File: config.mk
export PLATFORM = sky130hd
export DESIGN_NAME = gbnq_cell_map
export DESIGN_NICKNAME = d
export VERILOG_FILES = /design/src/rtl/gbnq_pkg.sv /design/src/rtl/gbnq_cell_map.sv
export SDC_FILE = /design/constraint.sdc
export NUM_CORES = 2
export LEC_CHECK = 0
export ABC_AREA = 0
export ABC_CLOCK_PERIOD_IN_PS = 8700
export BUFFER_PORTS_ARGS = -buffer_cell sky130_fd_sc_hd__buf_2
export CAP_MARGIN = 40
export CORE_ASPECT_RATIO = 2
export CORE_UTILIZATION = 55
export CTS_CLUSTER_SIZE = 12
export DETAILED_ROUTE_END_ITERATION = 10
export HOLD_SLACK_MARGIN = 0.12
export PLACE_DENSITY = 0.7
export SLEW_MARGIN = 20
export SYNTH_ARGS = -nofsm -noshare
export SYNTH_HDL_FRONTEND = slang
export SYNTH_SLANG_ARGS = --single-unit
File: constraint.sdc
create_clock -name clk -period 8.7 [get_ports clk]
set_input_delay 0.435 -clock clk [delete_from_list [all_inputs] [get_ports clk]]
set_output_delay 0.435 -clock clk [all_outputs]
set_load 0.05 [all_outputs]
File: src/rtl/gbnq_pkg.sv
// ----------------------------------------------------------------------------
// gbnq_pkg
// Shared types, constants and helpers of the grid bucket neighbour query block.
// ----------------------------------------------------------------------------
package gbnq_pkg;

  // grid geometry
  localparam int GRID_ROWS    = 16;
  localparam int GRID_COLS    = 16;
  localparam int BUCKET_DEPTH = 4;

  localparam int GRID_MAX   = (GRID_ROWS > GRID_COLS) ? GRID_ROWS : GRID_COLS;
  localparam int CNT_W      = $clog2(GRID_MAX + 1);
  localparam int CELL_TOTAL = GRID_ROWS * GRID_COLS;
  localparam int CELL_W     = (CELL_TOTAL > 1) ? $clog2(CELL_TOTAL) : 1;
  localparam int FILL_W     = $clog2(BUCKET_DEPTH + 1);
  localparam int IDX_W      = (BUCKET_DEPTH > 1) ? $clog2(BUCKET_DEPTH) : 1;
  localparam int ID_DEPTH   = CELL_TOTAL * BUCKET_DEPTH;
  localparam int IDA_W      = (ID_DEPTH > 1) ? $clog2(ID_DEPTH) : 1;
  localparam int AEXT_W     = CELL_W + 4;
  localparam int PROD_W     = 2 * CNT_W + 1;

  // field widths
  localparam int ID_W      = 16;
  localparam int OCELL_W   = 8;
  localparam int CFG_AW    = 5;
  localparam int CFG_DW    = 32;

  // commands
  localparam logic [1:0] CMD_CLEAR  = 2'd0;
  localparam logic [1:0] CMD_INSERT = 2'd1;
  localparam logic [1:0] CMD_QUERY  = 2'd2;

  // result kinds
  localparam logic [1:0] KIND_ACK     = 2'd0;
  localparam logic [1:0] KIND_NBR     = 2'd1;
  localparam logic [1:0] KIND_NONE    = 2'd2;
  localparam logic [1:0] KIND_DROPPED = 2'd3;

  // register indexes
  localparam logic [2:0] REG_MIN_X     = 3'd0;
  localparam logic [2:0] REG_MIN_Y     = 3'd1;
  localparam logic [2:0] REG_ROW_SCALE = 3'd2;
  localparam logic [2:0] REG_COL_SCALE = 3'd3;
  localparam logic [2:0] REG_ROW_COUNT = 3'd4;
  localparam logic [2:0] REG_COL_COUNT = 3'd5;

  typedef struct packed {
    logic [1:0]         command;
    logic signed [31:0] x;
    logic signed [31:0] y;
    logic [ID_W-1:0]    item_id;
  } in_item_t;

  typedef struct packed {
    logic [1:0]         kind;
    logic [ID_W-1:0]    found_id;
    logic [OCELL_W-1:0] cell_index;
    logic               last;
  } out_item_t;

  typedef struct packed {
    logic signed [31:0] min_x;
    logic signed [31:0] min_y;
    logic [31:0]        row_scale;
    logic [31:0]        col_scale;
    logic [4:0]         row_count;
    logic [4:0]         col_count;
  } cfg_regs_t;

  // effective grid shape
  typedef struct packed {
    logic [CNT_W-1:0] rows;
    logic [CNT_W-1:0] cols;
  } shape_t;

  // mapped row / column of the current point
  typedef struct packed {
    logic [CNT_W-1:0] row;
    logic [CNT_W-1:0] col;
  } pos_t;

  // zero acts as one, anything above the bound as the bound
  function automatic logic [CNT_W-1:0] eff_count(input logic [4:0] c,
                                                 input logic [CNT_W-1:0] bound);
    logic [CNT_W-1:0] res;
    if (c == 5'd0) begin
      res = CNT_W'(1);
    end else if (8'(c) > 8'(bound)) begin
      res = bound;
    end else begin
      res = CNT_W'(c);
    end
    return res;
  endfunction

  // floor of the product, clamped to n-1
  function automatic logic [CNT_W-1:0] axis_clamp(input logic [27:0] p,
                                                  input logic [CNT_W-1:0] n);
    logic [27:0]      lim;
    logic [CNT_W-1:0] res;
    lim = 28'(n) - 28'd1;
    if (p > lim) begin
      res = n - CNT_W'(1);
    end else begin
      res = p[CNT_W-1:0];
    end
    return res;
  endfunction

  function automatic logic [CELL_W-1:0] cell_of(input logic [CNT_W-1:0] r,
                                                input logic [CNT_W-1:0] c,
                                                input logic [CNT_W-1:0] cols);
    logic [PROD_W-1:0] s;
    s = PROD_W'(r) * PROD_W'(cols) + PROD_W'(c);
    return s[CELL_W-1:0];
  endfunction

  function automatic logic [IDA_W-1:0] id_addr(input logic [CELL_W-1:0] cell_no,
                                               input logic [FILL_W-1:0] idx);
    logic [AEXT_W-1:0] t;
    t = AEXT_W'(cell_no) * AEXT_W'(BUCKET_DEPTH) + AEXT_W'(idx);
    return t[IDA_W-1:0];
  endfunction

  function automatic logic [OCELL_W-1:0] out_cell(input logic [CELL_W-1:0] cell_no);
    logic [CELL_W+OCELL_W-1:0] t;
    t = {{OCELL_W{1'b0}}, cell_no};
    return t[OCELL_W-1:0];
  endfunction

endpackage

File: src/rtl/gbnq_cell_map.sv
// ----------------------------------------------------------------------------
// gbnq_cell_map
// Maps a point to grid row and column: offset, scale multiply, floor, clamp.
// ----------------------------------------------------------------------------
module gbnq_cell_map
  import gbnq_pkg::*;
(
  input  logic               clk,
  input  logic               load,
  input  logic signed [31:0] x,
  input  logic signed [31:0] y,
  input  cfg_regs_t          cfg,
  input  shape_t             shape,
  output pos_t               pos
);

  logic signed [32:0] dx_r, dy_r;
  logic [63:0]        prod_x_r, prod_y_r;
  logic               dx_pos, dy_pos;

  // offsets are exact in 33 bits
  always_ff @(posedge clk) begin
    if (load) begin
      dx_r <= {x[31], x} - {cfg.min_x[31], cfg.min_x};
      dy_r <= {y[31], y} - {cfg.min_y[31], cfg.min_y};
    end
  end

  assign dx_pos = !dx_r[32] && (dx_r != '0);
  assign dy_pos = !dy_r[32] && (dy_r != '0);

  // a positive offset fits in 32 bits unsigned
  always_ff @(posedge clk) begin
    prod_x_r <= dx_pos ? 64'(dx_r[31:0]) * 64'(cfg.row_scale) : '0;
    prod_y_r <= dy_pos ? 64'(dy_r[31:0]) * 64'(cfg.col_scale) : '0;
  end

  // Q.20 times Q.16 leaves 36 fraction bits
  assign pos.row = axis_clamp(prod_x_r[63:36], shape.rows);
  assign pos.col = axis_clamp(prod_y_r[63:36], shape.cols);

endmodule

# [Word level (Yosys, flattened, before mapping)]
# Index checks and enable logic that the tools add are counted.
[classes] multipliers=2 reduce_logical=6 n_addsub=6 n_mux=2 order_cmp=2
[op_table] op="$mul 32x32->64" n=2
[op_table] op="$reduce_bool 33->1" n=2
[op_table] op="$sub 32x32->33" n=2
[op_table] op="$gt 28x28->1" n=2
[op_table] op="$sub 5x1->6 const B" n=2
[op_table] op="$mux 5" n=2
[op_table] op="$sub 5x1->5 const B" n=2
[op_table] op="$logic_and 1x1->1" n=2
[op_table] op="$logic_not 1->1" n=2
[word_totals] wordCells=22 inputBits=214 ff_bits=194

# [Logic depth before layout (Yosys ltp)]
[depth] word_depth=3 mapped_depth=28 ltp_nobuf=26

# [Worst setup path before layout]
# Ideal clock, no wire load.
[synth_timing] path_kind="register to register" start="register dy_r[26]" end="register prod_y_r[60]" setup_time_ns=0.128 path_slack_ns=1.433 path_buffers=1 stages_incl_launch_ff=26 required_time_ns=8.572 t_arrival_ns=7.138 cell_sequence="edfxtp_1 -> clkbuf_1 -> and2_1 -> fa_1 -> fa_1 -> inv_1 -> fa_1 -> fa_1 -> inv_1 -> fa_1 -> fa_1 -> fa_1 -> inv_1 -> fa_1 -> inv_1 -> ha_1 -> and4_1 -> and3_1 -> nand3_1 -> a2111oi_4 -> nor4b_4 -> a2111oi_4 -> o21ai_2 -> a2111oi_4 -> o21ai_0 -> nor3b_2"
[synth_via] elab_chain_len=2
[synth_rtl] element="start, declared" line="gbnq_cell_map.sv:17" text="logic signed [32:0] dx_r, dy_r;"
[synth_rtl] element="start signal, assigned" line="gbnq_cell_map.sv:25" text="dy_r <= {y[31], y} - {cfg.min_y[31], cfg.min_y};"
[synth_rtl] element="branches (longest 2 deep; another with $mul 32x32->64)"
[synth_rtl] element="end signal, assigned" line="gbnq_cell_map.sv:35" text="prod_y_r <= dy_pos ? 64'(dy_r[31:0]) * 64'(cfg.col_scale) : '0;"
[synth_rtl] element="end, declared" line="gbnq_cell_map.sv:18" text="logic [63:0] prod_x_r, prod_y_r;"
# Parallel ways; which one is timed is not known.
# A chain may end at the register's enable or synchronous reset.

# [Worst setup path after layout]
[layout_timing] start="register dy_r[7]" end="register prod_y_r[60]"
# Same word-level chain as after synthesis.

==> run metrics <==
top post-synthesis cells by area fa_1 49%, ha_1 11%, and2_1 10%; clk root buf clkbuf_16; initial antenna violation count 19; most common cell after layout, fill and taps aside inv_1; status finished, final reports clean; Fmax 117 MHz; routability cong. 1.02; Yosys top cell by area fa_1; WL/cell 24.4 um; ys flop type edfxtp_1; Critical Path AT 8920 ps; layout cells sized above 1 6.80%; Cells after Synth 8,013; die width 260 um; Clock Skew 15.3 ps; # DRC 0; Rel. slew slack 34.2%; FF-to-FF setup slack 150 ps; die area 135,000 um2; initial core utilization 55.4%; WS Path Type flop to flop; actual slew at the worst max-slew pin 986 ps; DR vias 57,400; Detailed Route WL 241,000 um; WHS Path Cells 3; final slew viol count 0; Post-DRT Antenna Nets 0; TritonCTS clock tree yes; CTS Buffer Depth 2; crit path time final 8550 ps; setup TNS 0 ps; Yosys Warn Count 0; Setup-failing EPs final 0; core area 132,000 um2; most frequent cells in the layout 1,827 x inv_1, 1,791 x fa_1, 1,227 x and2_1, 930 x nand2_1, 642 x ha_1; Critical R2R Launch dy_r[7]$_DFFE_PP_; total CTS buffers 17; worst-path fanout max 11; Reg area 3100 um2; number of synthesized flops with an enable pin 66; final instance area 78,600 um2; syn_nets 10,700; max_cap viols 0; largest net degree at the start of global routing 35; first-pass GRT wire length 371,000 um; PnR worst setup slack 148 ps; clock sinks 122; register area share after synthesis 4.23%; worst hold path class primary input to flop; FF-to-FF End prod_y_r[60]$_SDFF_PN0_; initial DRC count 3,440; CP Launch Type flop; Tcrit/Tclk final 98.3%; total track usage 37.6%; Cell Area, Synth 73,400 um2; Pre-antenna DRT Iters 6; CTS clk-pin slew, worst paths 70 ps; CP Capture Type flop; Mean Syn Cell Area 9.16 um2; Buffers on Ports 213; vias in the first global route 65,800; final-layout fill cell count 11,500; I/O pin cnt 224; DIE HEIGHT 519 um; Worst-Skew Late Latency 500 ps; Final Net Count 10,800; pre-CTS WS 116 ps; Placed Area 77,600 um2; GRT overflow 0; footprint of the multi-input gates 61,900 um2; Area Growth Syn to Fin 7.02%; area share of the largest cell type after synthesis 48.9%; #FFs+latches synth 122; # rows 189; Worst EP required 9070 ps; Netlist cell types 76; DR vias/cell 5.83; Final Hold Vio Count 0; hpwl dp 196,000 um; Worst Hold Launch cfg[106]; Worst Hold End dx_r[0]$_DFFE_PP_; FFs w/ async S/R, synth 0%; hold_buf cts 0; Worst Reg2Reg Path Length in Cells 23; RSZ-0062 raised after global routing no; H-tree depth 4
==> critical path: stages, from the launching register on <==
cell	delay (ps)
edfxtp_1	870
buf_4	330
and2_1	180
fa_1	460
fa_1	520
inv_1	60
fa_1	400
fa_1	440
inv_1	80
fa_1	440
fa_1	450
fa_1	580
fa_1	480
ha_1	600
nand2_1	140
a2111oi_1	650
nand4_1	220
a211oi_2	250
nor4b_4	120
a2111oi_4	370
o21ai_2	150
a2111oi_4	350
o21ai_0	110
nor3b_2	160
==> logic make-up (layout without fill, tap and decap cells) <==
| group | count (synthesis) | count (layout) | synth area share (%) |
|---|---|---|---|
| compound gates | 578 | 578 | 5.28 |
| xor+xnor | 103 | 103 | 1.23 |
| fa+ha+maj | 2434 | 2434 | 59.8 |
| simple gates | 2525 | 2525 | 17.9 |
| other cells | 0 | 9 | 0 |
| buf+inv | 2245 | 2350 | 11.5 |
| mux | 6 | 6 | 0.0818 |
| flops | 122 | 122 | 4.23 |
==> metal layers <==
metal / GRT usage (%) / part of all wire (%)
met3: 9.20 / 7.1
met5: 0 / 0.039
met4: 38.9 / 13
met2: 67.7 / 53
met1: 32.1 / 27
==> sequential cells by signal (all words and copies together) (netlist names) <==
signal,count
prod_x_r,28
prod_y_r,28
dx_r,33
dy_r,33
==> cells in the mapped netlist (5+ instances only) <==
| cell | n |
|---|---|
| o21ai_0 | 82 |
| a21oi_1 | 173 |
| nor2b_1 | 26 |
| and3_1 | 21 |
| nor3_1 | 44 |
| a211oi_1 | 18 |
| o21ai_1 | 9 |
| nand2_1 | 930 |
| o211ai_1 | 21 |
| nand3_1 | 43 |
| or3_1 | 8 |
| mux2i_1 | 6 |
| ha_1 | 642 |
| nor2_1 | 126 |
| o21bai_1 | 35 |
| fa_1 | 1792 |
| nand2b_1 | 12 |
| and2_1 | 1227 |
| nand4_1 | 41 |
| a41oi_1 | 5 |
| clkbuf_1 | 415 |
| o21a_1 | 34 |
| a21boi_0 | 6 |
| a221oi_1 | 6 |
| edfxtp_1 | 66 |
| a21o_1 | 118 |
| inv_1 | 1827 |
| o41ai_1 | 6 |
| and4_1 | 9 |
| xnor2_1 | 63 |
| nor4_1 | 17 |
| dfxtp_1 | 56 |
| xor2_1 | 40 |
| a31oi_1 | 12 |
| o31ai_1 | 5 |
==> area by class of cell <==
cell class	count	area share, %
multi-input combinational	5646	78.8
inverter	1827	8.73
timing repair buffer	491	5.00
sequential	122	3.95
tap	1719	2.74
clock buffer	18	0.546
clock inverter	14	0.228
antenna	9	0.0287
==> worst max path at each step <==
stage | start | end | cells after the start
after global placement | cfg[25] | prod_y_r[63]$_SDFF_PN0_ | 23
after CTS | dx_r[17]$_DFFE_PP_ | prod_x_r[59]$_SDFF_PN0_ | 23
after detailed placement | cfg[18] | prod_y_r[62]$_SDFF_PN0_ | 23
after global routing | dy_r[6]$_DFFE_PP_ | prod_y_r[63]$_SDFF_PN0_ | 24
final | dy_r[7]$_DFFE_PP_ | prod_y_r[60]$_SDFF_PN0_ | 23
after floorplan | dy_r[26]$_DFFE_PP_ | prod_y_r[60]$_SDFF_PN0_ | 25
==> per-stage QoR <==
stage	util [%]	hold WS [ps]	std cells
6_report	59.3	327	9846
3_5_place_dp	58.6	846	9790
5_1_grt	59.3	310	9839
2_1_floorplan	-	547	8013
3_3_place_gp	58.6	842	9788
4_1_cts	59.1	304	9822
==> timing repair <==
action	in CTS	in global routing
setup buffers	0	3
resized for setup	0	1
endpoints found under the setup margin	0	4
Power is left out: the tool's default activity adds up to more than one toggle a clock period on the data nets, which glitch-free logic cannot reach.
